--- src/bfsk_pkg.sv ---
// ----------------------------------------------------------------------------
// bfsk_pkg
// Shared types, constants and tone tables for the binary FSK I/Q modulator.
// ----------------------------------------------------------------------------
package bfsk_pkg;

	// frame store and counter sizes
	localparam int FRAME_BYTES = 32;
	localparam int TONE_PERIOD = 10;
	localparam int POS_W       = $clog2(FRAME_BYTES);
	localparam int LEN_W       = $clog2(FRAME_BYTES + 1);
	localparam int TONE_W      = $clog2(TONE_PERIOD);
	localparam int SPB_W       = 12;
	localparam int BYTE_W      = 8;
	localparam int BIT_W       = 3;
	localparam int SAMPLE_W    = 8;

	// configuration port
	localparam int CFG_W       = SPB_W;
	localparam int REG_IDX_W   = 1;
	localparam logic [REG_IDX_W-1:0] REG_SPB          = 1'b0;
	localparam logic [REG_IDX_W-1:0] REG_FRAME_LENGTH = 1'b1;

	localparam logic [SPB_W-1:0] SPB_RESET  = 12'd400;
	localparam logic [LEN_W-1:0] FLEN_RESET = LEN_W'(FRAME_BYTES);

	// item opcodes
	typedef enum logic {
		OP_WRITE  = 1'b0,
		OP_SAMPLE = 1'b1
	} opcode_t;

	// sequencer position handed to the sample path
	typedef struct packed {
		logic [POS_W-1:0]  byte_pos;
		logic [BIT_W-1:0]  bit_pos;
		logic [TONE_W-1:0] tone;
		logic              frame_end;
	} seq_status_t;

	// 120*cos(2*pi*k/10), truncated toward zero
	function automatic logic signed [SAMPLE_W-1:0] i_sample(input logic [TONE_W-1:0] k);
		logic signed [SAMPLE_W-1:0] v;
		case (k)
			4'd0:    v = 8'sd120;
			4'd1:    v = 8'sd97;
			4'd2:    v = 8'sd37;
			4'd3:    v = -8'sd37;
			4'd4:    v = -8'sd97;
			4'd5:    v = -8'sd120;
			4'd6:    v = -8'sd97;
			4'd7:    v = -8'sd37;
			4'd8:    v = 8'sd37;
			4'd9:    v = 8'sd97;
			default: v = 8'sd0;
		endcase
		return v;
	endfunction

	// 120*sin(2*pi*k/10), truncated toward zero
	function automatic logic signed [SAMPLE_W-1:0] q_sample(input logic [TONE_W-1:0] k);
		logic signed [SAMPLE_W-1:0] v;
		case (k)
			4'd0:    v = 8'sd0;
			4'd1:    v = 8'sd70;
			4'd2:    v = 8'sd114;
			4'd3:    v = 8'sd114;
			4'd4:    v = 8'sd70;
			4'd5:    v = 8'sd0;
			4'd6:    v = -8'sd70;
			4'd7:    v = -8'sd114;
			4'd8:    v = -8'sd114;
			4'd9:    v = -8'sd70;
			default: v = 8'sd0;
		endcase
		return v;
	endfunction

endpackage

--- src/bfsk_frame_store.sv ---
// ----------------------------------------------------------------------------
// bfsk_frame_store
// Register file holding the frame bytes; one write port, one read port.
// ----------------------------------------------------------------------------
module bfsk_frame_store
	import bfsk_pkg::*;
(
	input  logic              clk,
	input  logic              we,
	input  logic [POS_W-1:0]  wr_addr,
	input  logic [BYTE_W-1:0] wr_data,
	input  logic [POS_W-1:0]  rd_addr,
	output logic [BYTE_W-1:0] rd_data
);

	logic [BYTE_W-1:0] store_q [FRAME_BYTES];

	// byte write, contents undefined until written
	always_ff @(posedge clk) begin
		if (we) begin
			store_q[wr_addr] <= wr_data;
		end
	end

	// read at the current byte position
	assign rd_data = store_q[rd_addr];

endmodule

--- src/bfsk_seq.sv ---
// ----------------------------------------------------------------------------
// bfsk_seq
// Byte, bit, sample and tone counters that walk through the frame.
// ----------------------------------------------------------------------------
module bfsk_seq
	import bfsk_pkg::*;
(
	input  logic              clk,
	input  logic              arst_n,
	input  logic              advance,
	input  logic [SPB_W-1:0]  bit_samples,
	input  logic [LEN_W-1:0]  frame_length,
	output seq_status_t       status
);

	logic [POS_W-1:0]  byte_q;
	logic [BIT_W-1:0]  bit_q;
	logic [SPB_W-1:0]  sample_q;
	logic [TONE_W-1:0] tone_q;

	logic [SPB_W-1:0]  spb_eff;
	logic [LEN_W-1:0]  len_eff;
	logic              last_sample;
	logic              last_bit;
	logic              last_byte;
	logic              byte_wrap;

	// clamp register values into their working range
	always_comb begin
		spb_eff = (bit_samples == '0) ? SPB_W'(1) : bit_samples;
		if (frame_length == '0) begin
			len_eff = LEN_W'(1);
		end else if (frame_length > LEN_W'(FRAME_BYTES)) begin
			len_eff = LEN_W'(FRAME_BYTES);
		end else begin
			len_eff = frame_length;
		end
	end

	// end-of-unit flags
	always_comb begin
		last_sample = ({1'b0, sample_q} + (SPB_W+1)'(1)) >= {1'b0, spb_eff};
		last_bit    = (bit_q == '1);
		last_byte   = ({1'b0, byte_q} == (len_eff - LEN_W'(1)));
		byte_wrap   = ({1'b0, byte_q} + LEN_W'(1)) >= len_eff;
	end

	// counters advance once per sample item
	always_ff @(posedge clk or negedge arst_n) begin
		if (!arst_n) begin
			byte_q   <= '0;
			bit_q    <= '0;
			sample_q <= '0;
			tone_q   <= '0;
		end else if (advance) begin
			if (!last_sample) begin
				sample_q <= sample_q + SPB_W'(1);
				tone_q   <= (tone_q == TONE_W'(TONE_PERIOD - 1)) ? '0 : tone_q + TONE_W'(1);
			end else begin
				sample_q <= '0;
				tone_q   <= '0;
				if (!last_bit) begin
					bit_q <= bit_q + BIT_W'(1);
				end else begin
					bit_q  <= '0;
					byte_q <= byte_wrap ? '0 : byte_q + POS_W'(1);
				end
			end
		end
	end

	// position of the sample now due
	always_comb begin
		status.byte_pos  = byte_q;
		status.bit_pos   = bit_q;
		status.tone      = tone_q;
		status.frame_end = last_sample && last_bit && last_byte;
	end

	// tone index stays inside one table period
	a_tone_range: assert property (@(posedge clk) disable iff (!arst_n)
		tone_q < TONE_W'(TONE_PERIOD))
		else $error("tone index out of range");

	// the last sample of a bit restarts the tone phase
	a_bit_restart: assert property (@(posedge clk) disable iff (!arst_n)
		advance && last_sample |=> sample_q == '0 && tone_q == '0)
		else $error("tone phase not restarted at bit boundary");

	// frame end always falls on the last bit of a byte
	a_frame_end_bit: assert property (@(posedge clk) disable iff (!arst_n)
		status.frame_end |-> bit_q == '1 && last_sample)
		else $error("frame end off a bit boundary");

endmodule

--- src/bfsk_iq_modulator.sv ---
// ----------------------------------------------------------------------------
// bfsk_iq_modulator
// Binary FSK I/Q sample source: frame bytes are loaded by write items and
// each sample item yields one signed I/Q sample of a tone at fs/10.
// ----------------------------------------------------------------------------
// Path: an accepted sample item passes the input register, then the output
//   register, held while the output stalls; write items give no result.
// Throughput: one item per cycle, sustained while the output is not stalled;
//   the frame store read and tone table lookup sit between the two registers.
// Reset: counters clear and the registers return to 400 samples per bit and a
//   32-byte frame; the frame store is not cleared and must be written first.
module bfsk_iq_modulator
	import bfsk_pkg::*;
(
	input  logic                       clk,
	input  logic                       arst_n,
	// configuration write port
	input  logic                       cfg_we,
	input  logic [REG_IDX_W-1:0]       cfg_index,
	input  logic [CFG_W-1:0]           cfg_data,
	// item input
	input  logic                       in_valid,
	output logic                       in_stall,
	input  logic                       opcode,
	input  logic [POS_W-1:0]           byte_index,
	input  logic [BYTE_W-1:0]          byte_value,
	// sample output
	output logic                       out_valid,
	input  logic                       out_stall,
	output logic signed [SAMPLE_W-1:0] in_phase,
	output logic signed [SAMPLE_W-1:0] quadrature,
	output logic                       frame_end
);

	logic [SPB_W-1:0]  spb_q;
	logic [LEN_W-1:0]  flen_q;

	logic              valid_s1;
	opcode_t           op_s1;
	logic [POS_W-1:0]  index_s1;
	logic [BYTE_W-1:0] value_s1;

	logic              out_valid_q;
	logic signed [SAMPLE_W-1:0] i_q;
	logic signed [SAMPLE_W-1:0] q_q;
	logic              frame_end_q;

	logic              out_free;
	logic              store_we;
	logic              sample_fire;
	logic              s1_done;
	logic [BYTE_W-1:0] rd_byte;
	logic              tx_bit;
	logic signed [SAMPLE_W-1:0] q_tone;
	seq_status_t       seq_st;

	// configuration registers
	always_ff @(posedge clk or negedge arst_n) begin
		if (!arst_n) begin
			spb_q  <= SPB_RESET;
			flen_q <= FLEN_RESET;
		end else if (cfg_we) begin
			unique case (cfg_index)
				REG_SPB:          spb_q  <= cfg_data;
				REG_FRAME_LENGTH: flen_q <= cfg_data[LEN_W-1:0];
				default: ;
			endcase
		end
	end

	// stage handshake
	always_comb begin
		out_free    = !out_valid_q || !out_stall;
		store_we    = valid_s1 && (op_s1 == OP_WRITE);
		sample_fire = valid_s1 && (op_s1 == OP_SAMPLE) && out_free;
		s1_done     = store_we || sample_fire;
		in_stall    = valid_s1 && !s1_done;
	end

	// input register
	always_ff @(posedge clk or negedge arst_n) begin
		if (!arst_n) begin
			valid_s1 <= 1'b0;
		end else if (!in_stall) begin
			valid_s1 <= in_valid;
		end
	end

	always_ff @(posedge clk) begin
		if (in_valid && !in_stall) begin
			op_s1    <= opcode_t'(opcode);
			index_s1 <= byte_index;
			value_s1 <= byte_value;
		end
	end

	bfsk_frame_store u_store (
		.clk     (clk),
		.we      (store_we),
		.wr_addr (index_s1),
		.wr_data (value_s1),
		.rd_addr (seq_st.byte_pos),
		.rd_data (rd_byte)
	);

	bfsk_seq u_seq (
		.clk          (clk),
		.arst_n       (arst_n),
		.advance      (sample_fire),
		.bit_samples  (spb_q),
		.frame_length (flen_q),
		.status       (seq_st)
	);

	// bit select, msb first, and tone lookup
	always_comb begin
		tx_bit = rd_byte[~seq_st.bit_pos];
		q_tone = q_sample(seq_st.tone);
	end

	// output register
	always_ff @(posedge clk or negedge arst_n) begin
		if (!arst_n) begin
			out_valid_q <= 1'b0;
		end else if (out_free) begin
			out_valid_q <= sample_fire;
		end
	end

	always_ff @(posedge clk) begin
		if (sample_fire) begin
			i_q         <= i_sample(seq_st.tone);
			q_q         <= tx_bit ? -q_tone : q_tone;
			frame_end_q <= seq_st.frame_end;
		end
	end

	assign out_valid  = out_valid_q;
	assign in_phase   = i_q;
	assign quadrature = q_q;
	assign frame_end  = frame_end_q;

	// input side stalls only while a sample item waits on a full output
	a_stall_cause: assert property (@(posedge clk) disable iff (!arst_n)
		in_stall |-> valid_s1 && op_s1 == OP_SAMPLE && out_valid_q && out_stall)
		else $error("input stalled without a blocked sample item");

	// a write item never produces a result
	a_write_silent: assert property (@(posedge clk) disable iff (!arst_n)
		store_we && !(out_valid_q && out_stall) |=> !out_valid_q)
		else $error("write item produced a result");

	// a sample item always leaves a result behind
	a_sample_result: assert property (@(posedge clk) disable iff (!arst_n)
		sample_fire |=> out_valid_q)
		else $error("sample item lost");

endmodule

--- config.mk ---
export PLATFORM = sky130hd
export DESIGN_NAME = bfsk_iq_modulator
export DESIGN_NICKNAME = d
export VERILOG_FILES = /design/src/bfsk_pkg.sv /design/src/bfsk_frame_store.sv /design/src/bfsk_seq.sv /design/src/bfsk_iq_modulator.sv
export SDC_FILE = /design/constraint.sdc
export NUM_CORES = 1
export LEC_CHECK = 0
export BUFFER_PORTS_ARGS = -buffer_cell sky130_fd_sc_hd__buf_2
export CAP_MARGIN = 20
export CELL_PAD_IN_SITES_DETAIL_PLACEMENT = 1
export CELL_PAD_IN_SITES_GLOBAL_PLACEMENT = 1
export CORE_UTILIZATION = 40
export CTS_CLUSTER_SIZE = 20
export DETAILED_ROUTE_END_ITERATION = 8
export PLACE_DENSITY_LB_ADDON = 0.1
export SLEW_MARGIN = 20
export SYNTH_ARGS = -nofsm -noshare
export SYNTH_HDL_FRONTEND = slang
export SYNTH_SLANG_ARGS = --single-unit
--- constraint.sdc ---
create_clock -name clk -period 3.7 [get_ports clk]
set_clock_uncertainty 0.15 [all_clocks]
set_input_delay 0.925 -clock clk [delete_from_list [all_inputs] [get_ports clk]]
set_output_delay 0.925 -clock clk [all_outputs]
set_load 0.01 [all_outputs]
## Word-level counts from Yosys, hierarchy flattened

Memory sizes are Yosys's and may differ from the RTL's. A register that Yosys moved wholly into a read port is not among the register bits.
Index checks and enable logic that the tools add are counted.

- Bits in read-only memories: 240
- Memory bits (writable): 256
- Memories: 3
- Output and inout port bits: 19
- Input port bits: 32
- Bits in registers: 67
- Logic and storage cells: 66

- Bitwise operators: 3
- Add/sub/neg operators: 8
- Reductions and logical operators: 19
- Order comparisons: 4
- Multiplexer cells: 13
- Equal/unequal tests: 3

Memory list:

| name | depth | width | read ports | clocked after Yosys merged registers in | wr ports | RTL line | source |
|---|---|---|---|---|---|---|---|
| u_store.store_q | 32 | 8 | 1 | 0 | 1 | bfsk_frame_store.sv:16 | `logic [BYTE_W-1:0] store_q [FRAME_BYTES];` |
| (no name shown) | 16 | 8 | 1 | 1 | 0 | bfsk_pkg.sv:44 | `case (k)` |
| (no name shown) | 16 | 7 | 1 | 0 | 0 | bfsk_pkg.sv:63 | `case (k)` |

Operator list:

| kind | count |
|---|---|
| $mux 12 | 2 |
| $add 12x1->13 const B | 1 |
| $ge 13x12->1 | 1 |
| $add 12x1->12 const B | 1 |
| $logic_not 12->1 | 1 |
| $mux 6 | 2 |
| $mux 4 | 2 |
| $mux 8 | 1 |
| $neg 8->8 | 1 |
| $logic_and 1x1->1 | 7 |
| $add 5x1->6 const B | 1 |
| $eq 5x6->1 | 1 |
| $ge 6x6->1 | 1 |
| $gt 6x6->1 const B | 1 |
| $logic_not 6->1 | 1 |
| $reduce_and 2->1 | 3 |
| $sub 6x1->6 const B | 1 |
| $add 5x1->5 const B | 1 |
| $mux 5 | 1 |
| $add 4x1->4 const B | 1 |
| $eq 4x4->1 const B | 1 |
| $logic_not 1->1 | 4 |
| $lt 3x4->1 const B | 1 |
| $add 3x1->3 const B | 1 |
| 8 further kinds | 12 |

## Depth between registers and ports, before layout

- Word-level depth: 8
- Gate-level depth with buffers: 15
- Gate-level depth less buffers: 14

## Hierarchy

From an unflattened synthesis, not the netlist that was laid out.

- Cell total of the unflattened synthesis: 788
- Area total of the unflattened synthesis: 14,038.5 um^2

By module, submodules not included:

| module | seq. area each (um^2) | cells each | instances | area each (um^2) |
|---|---|---|---|---|
| bfsk_frame_store | 7,687.4 | 409 | 1 | 9,893.2 |
| bfsk_iq_modulator | 1,376.3 | 152 | 1 | 2,140.8 |
| bfsk_seq | 600.6 | 227 | 1 | 2,004.4 |

## Least setup slack after synthesis

No wires, ideal clock.

- Kind: reg2reg
- Start point: register u_seq.sample_q[0]
- End point: register u_seq.byte_q[0]
- Path buffers: 1
- Cell stages (with the launch flop): 16
- Path slack: 0.253 ns
- Data arrival time: 3.172 ns
- Library setup time: 0.125 ns
- Clock period less this slack: 3.447 ns
- Required time: 3.425 ns
- Path through: dfrtp_1 ha_1 nand3_1 nor2_1 xnor2_1 ha_1 a21o_1 a21o_1 a21o_1 a21o_1 a21oi_1 nand2_1 a211o_1 and3_1 buf_6 mux2_4

- Word-level cells in the longest chain between the ends: 3

Ends and longest elaborated chain:

| item | RTL line | source |
|---|---|---|
| start, declared | bfsk_seq.sv:18 | `logic [SPB_W-1:0] sample_q;` |
| start signal, assigned | bfsk_seq.sv:57 | `sample_q <= sample_q + SPB_W'(1);` |
| $add 12x1->13 | bfsk_seq.sv:42 | `last_sample = ({1'b0, sample_q} + (SPB_W+1)'(1)) >= {1'b0, spb_eff};` |
| $ge 13x12->1 | bfsk_seq.sv:42 |  |
| $reduce_and 3->1 (no line) | n/a |  |
| end signal, assigned | bfsk_seq.sv:66 | `byte_q <= byte_wrap ? '0 : byte_q + POS_W'(1);` |
| end, declared | bfsk_seq.sv:16 | `logic [POS_W-1:0] byte_q;` |

No other way between the ends.
A chain may end at the register's enable or synchronous reset.

## Worst setup path after layout

- Start point: register u_seq.sample_q[1]
- End point: register u_seq.byte_q[0]

The elaborated chain is that of the path after synthesis.

==> flow_summary.ini <==
[pwr]
p_seq_share_pct = 48.2
sw_frac_of_total_pct = 26.28
p_int_uw = 6737
power.leakage_uw = 0.005724
p_sw_uw = 2401
p_clk_share_pct = 37.2
p_comb_share_pct = 14.5
power.density_nw_per_um2 = 557.0
ir_worst_vdd_uv = 441.6

[final_layout]
finalCoreUtilization_pct = 46.24
ff_latch_area_um2 = 9669
multi_input_area_um2 = 4268
n_antenna_cell = 0
area_growth_pct = 14.28
drive_above_1_share_pct = 18.55
fillers = 3503
nets = 1082

[clock_tree]
cts_root_buf = clkbuf_16
clk_latency_ns = 0.56
path_clk_slew_ns = 0.06
cts.sinks = 329
htreeDepth = 2
cts_buffer_depth = 3
ctsHoldBuffers = 0
cts_tree = done
cts_buffers = 37

[grt]
grt_pass1_wl_mm = 52.09
grt_pass1_vias = 8362
grt_antenna_before_repair = 0
track_usage_pct = 19.66
grt-ovfl-total = 0
grt_max_degree = 33

[synth]
seq_area_frac_synth_pct = 67.32
syn_area_per_cell_um2 = 15.54
synthesis.nets = 987
synth_area_leaders = edfxtp_1 60%, dfrtp_1 7.0%, mux4_1 4.2%, mux2i_1 4.0%, ha_1 2.7%
synth_edf_count = 285
synthArstFlopShare_pct = 13.37
synth_top_area_share_pct = 59.61
yosys_most_used_dff = edfxtp_1
synth_top_area_cell = edfxtp_1
netlist_area_um2 = 14360
yosys_warnings = 0
syn_inst = 924
synth_cell_type_count = 70
yosys_register_bits = 329

[place]
dpl.hpwl_mm = 23.36
gp_congestion = 0.8074
portBuffers = 49

[sta]
grt_setup_unrepaired = no
maxSlewViolCount = 0
finalSetupViolCount = 0
hold_viol_final = 0
relSlewSlack_pct = 35.54
fin_crit_ns = 3.507
period_share_pct = 94.78
tightest_slew_ns = 0.9669
tns_ns = 0
timing.fmax_mhz = 285.2

[routing]
wl_per_cell_um = 23.16
routed_via_density = 5.371
dr.pass1.iters = 4
post-route-drc-count = 0
via_count = 8094
final_antenna_net_count = 0
drt_iter0_markers = 419
totalWireLength_mm = 34.90

[worst_setup_path]
rr_worst_depth = 14
critPathLaunchType = flop
path_max_fanout = 6
crit_path_end_kind = flop
arrival_ns = 3.79
timing.setup.critical_path_class = flop to flop
reg2reg_to = u_seq.byte_q[0]
ff2ff_setup_slack_ns = 0.19
rr_startpoint = u_seq.sample_q[1]
cp.required_ns = 3.98

[floorplan]
fp.dieH_um = 191.5
initial_utilization_pct = 40.46
dieArea_um2 = 36650
io_pins = 51
die-width_um = 191.5
core_area_um2 = 35480
placementRows = 69

[run_status]
outcome = finished clean

[run]
maxCapViolCount = 0

[min_path]
hp-class = primary input to asynchronous set/reset pin
## how the worst max path moves through the flow
stage,start,end,slack [ns],depth (start not counted)
after floorplan,u_seq.sample_q[0],u_seq.byte_q[0],0.25,15
after global placement,u_seq.sample_q[1],u_seq.sample_q[9],0.13,15
after detailed placement,u_seq.sample_q[1],u_seq.byte_q[1],0.06,14
after CTS,u_seq.sample_q[1],u_seq.sample_q[9],0.02,15
after global routing,u_seq.sample_q[1],u_seq.sample_q[2],0.02,15
final,u_seq.sample_q[1],u_seq.byte_q[0],0.19,14
## logic make-up after synthesis
logic type                 count (synthesis)  share of synthesized area (%)
DFF                                      329                          67.32
and+or+nand+nor                          221                          7.582
AOI/OAI and AO/OA                        141                          6.537
muxes                                    109                          11.60
buffers and inverters                     72                          3.015
adders and majority gates                 31                          2.702
xor gates and xnor gates                  20                          1.220
other                                      1                        0.02612
## metal layers
layer | part of all wire [%] | wire [um] | vias to the layer above | global-route usage [%]
li1 | - | - | 3778 | -
met5 | 0 | 0 | - | 0
met2 | 50 | 17510 | 135 | 33.78
met1 | 44 | 15300 | 4124 | 25.19
met4 | 2.6 | 924 | 0 | 7.112
met3 | 3.3 | 1169 | 57 | 2.901
## synth_stat cells (9+ instances only)
master and number:
a21o_1 10, a21oi_1 19, clkbuf_1 15, dfrtp_1 40
edfxtp_1 285, ha_1 31, inv_1 28, mux2_2 12
mux2i_1 58, mux4_1 23, mux4_2 14, nand2_1 58
nand2b_1 9, nand3_1 17, nor2_1 71, nor2b_1 12
nor3_1 9, o21ai_0 39, o221ai_1 12, o22ai_1 13
xnor2_1 13
## timing repair
item / 4_1_cts / 5_1_grt
endpoints found under the setup margin: 0 / 8
setup buffers: 0 / 0
resized for setup: 0 / 4
## metrics by stage
stage	setup WS [ns]	instance area, um^2	hold WS [ns]	total power (uW)	instances
after floorplan	0.2530	14360	0.3318	5376	924
after global placement	0.1311	15270	0.3533	5808	1440
after detailed placement	0.05595	15270	0.3647	5832	1440
after CTS	0.02367	16380	0.2980	9268	1506
after global routing	0.02257	16410	0.3559	9572	1507
final	0.1932	16410	0.3017	9138	1507
## cell type report
class / count / share of cell area, %
sequential: 329 / 58.94
multi-input combinational: 523 / 26.01
clock buffer: 46 / 5.911
timing repair buffer: 98 / 4.088
tap: 461 / 3.516
clock inverter: 20 / 0.8466
inverter: 30 / 0.6864
## power by group through the flow
stage	Combinational, uW	Clock (uW)	Sequential (uW)
floorplan	925	0	4450
global placement	1330	0	4480
detailed placement	1350	0	4480
CTS	1360	3500	4410
global route	1530	3620	4430
finish	1330	3400	4410
## flip-flops by register name, indices dropped and copies added (netlist names), 3 cells and up
register	flops
quadrature	7
index_s1	5
u_seq.bit_q	3
value_s1	8
u_store.store_q	256
flen_q	6
spb_q	12
u_seq.byte_q	5
in_phase	7
u_seq.tone_q	4
u_seq.sample_q	12
## worst max-delay path, stage by stage, from the launching register on
cell	delay, ns
dfrtp_1	0.39
ha_1	0.18
nand3_1	0.13
nor2_2	0.17
xnor2_1	0.15
ha_1	0.27
a21o_1	0.19
a21o_1	0.18
a21o_1	0.17
a21o_1	0.16
a21oi_1	0.18
nand2_1	0.11
a211o_1	0.34
and3_2	0.31
mux2_4	0.31
## cells in the final DEF (no fill, tap or decap), drive strengths merged, types with 7 or more instances in the layout
cell      n
mux4     37
o221ai   12
buf      98
clkinv   20
o21ai    43
nor2b    12
edfxtp  285
nor3     10
mux2i    58
nand3    17
or3       7
a21oi    19
nand2b   10
xor2      7
ha       31
nand2    58
xnor2    13
o22ai    13
o21a      7
clkbuf   46
mux2     14
a21o     10
dfrtp    40
inv      29
nor2     71
Power figures use the tool's default switching activity.
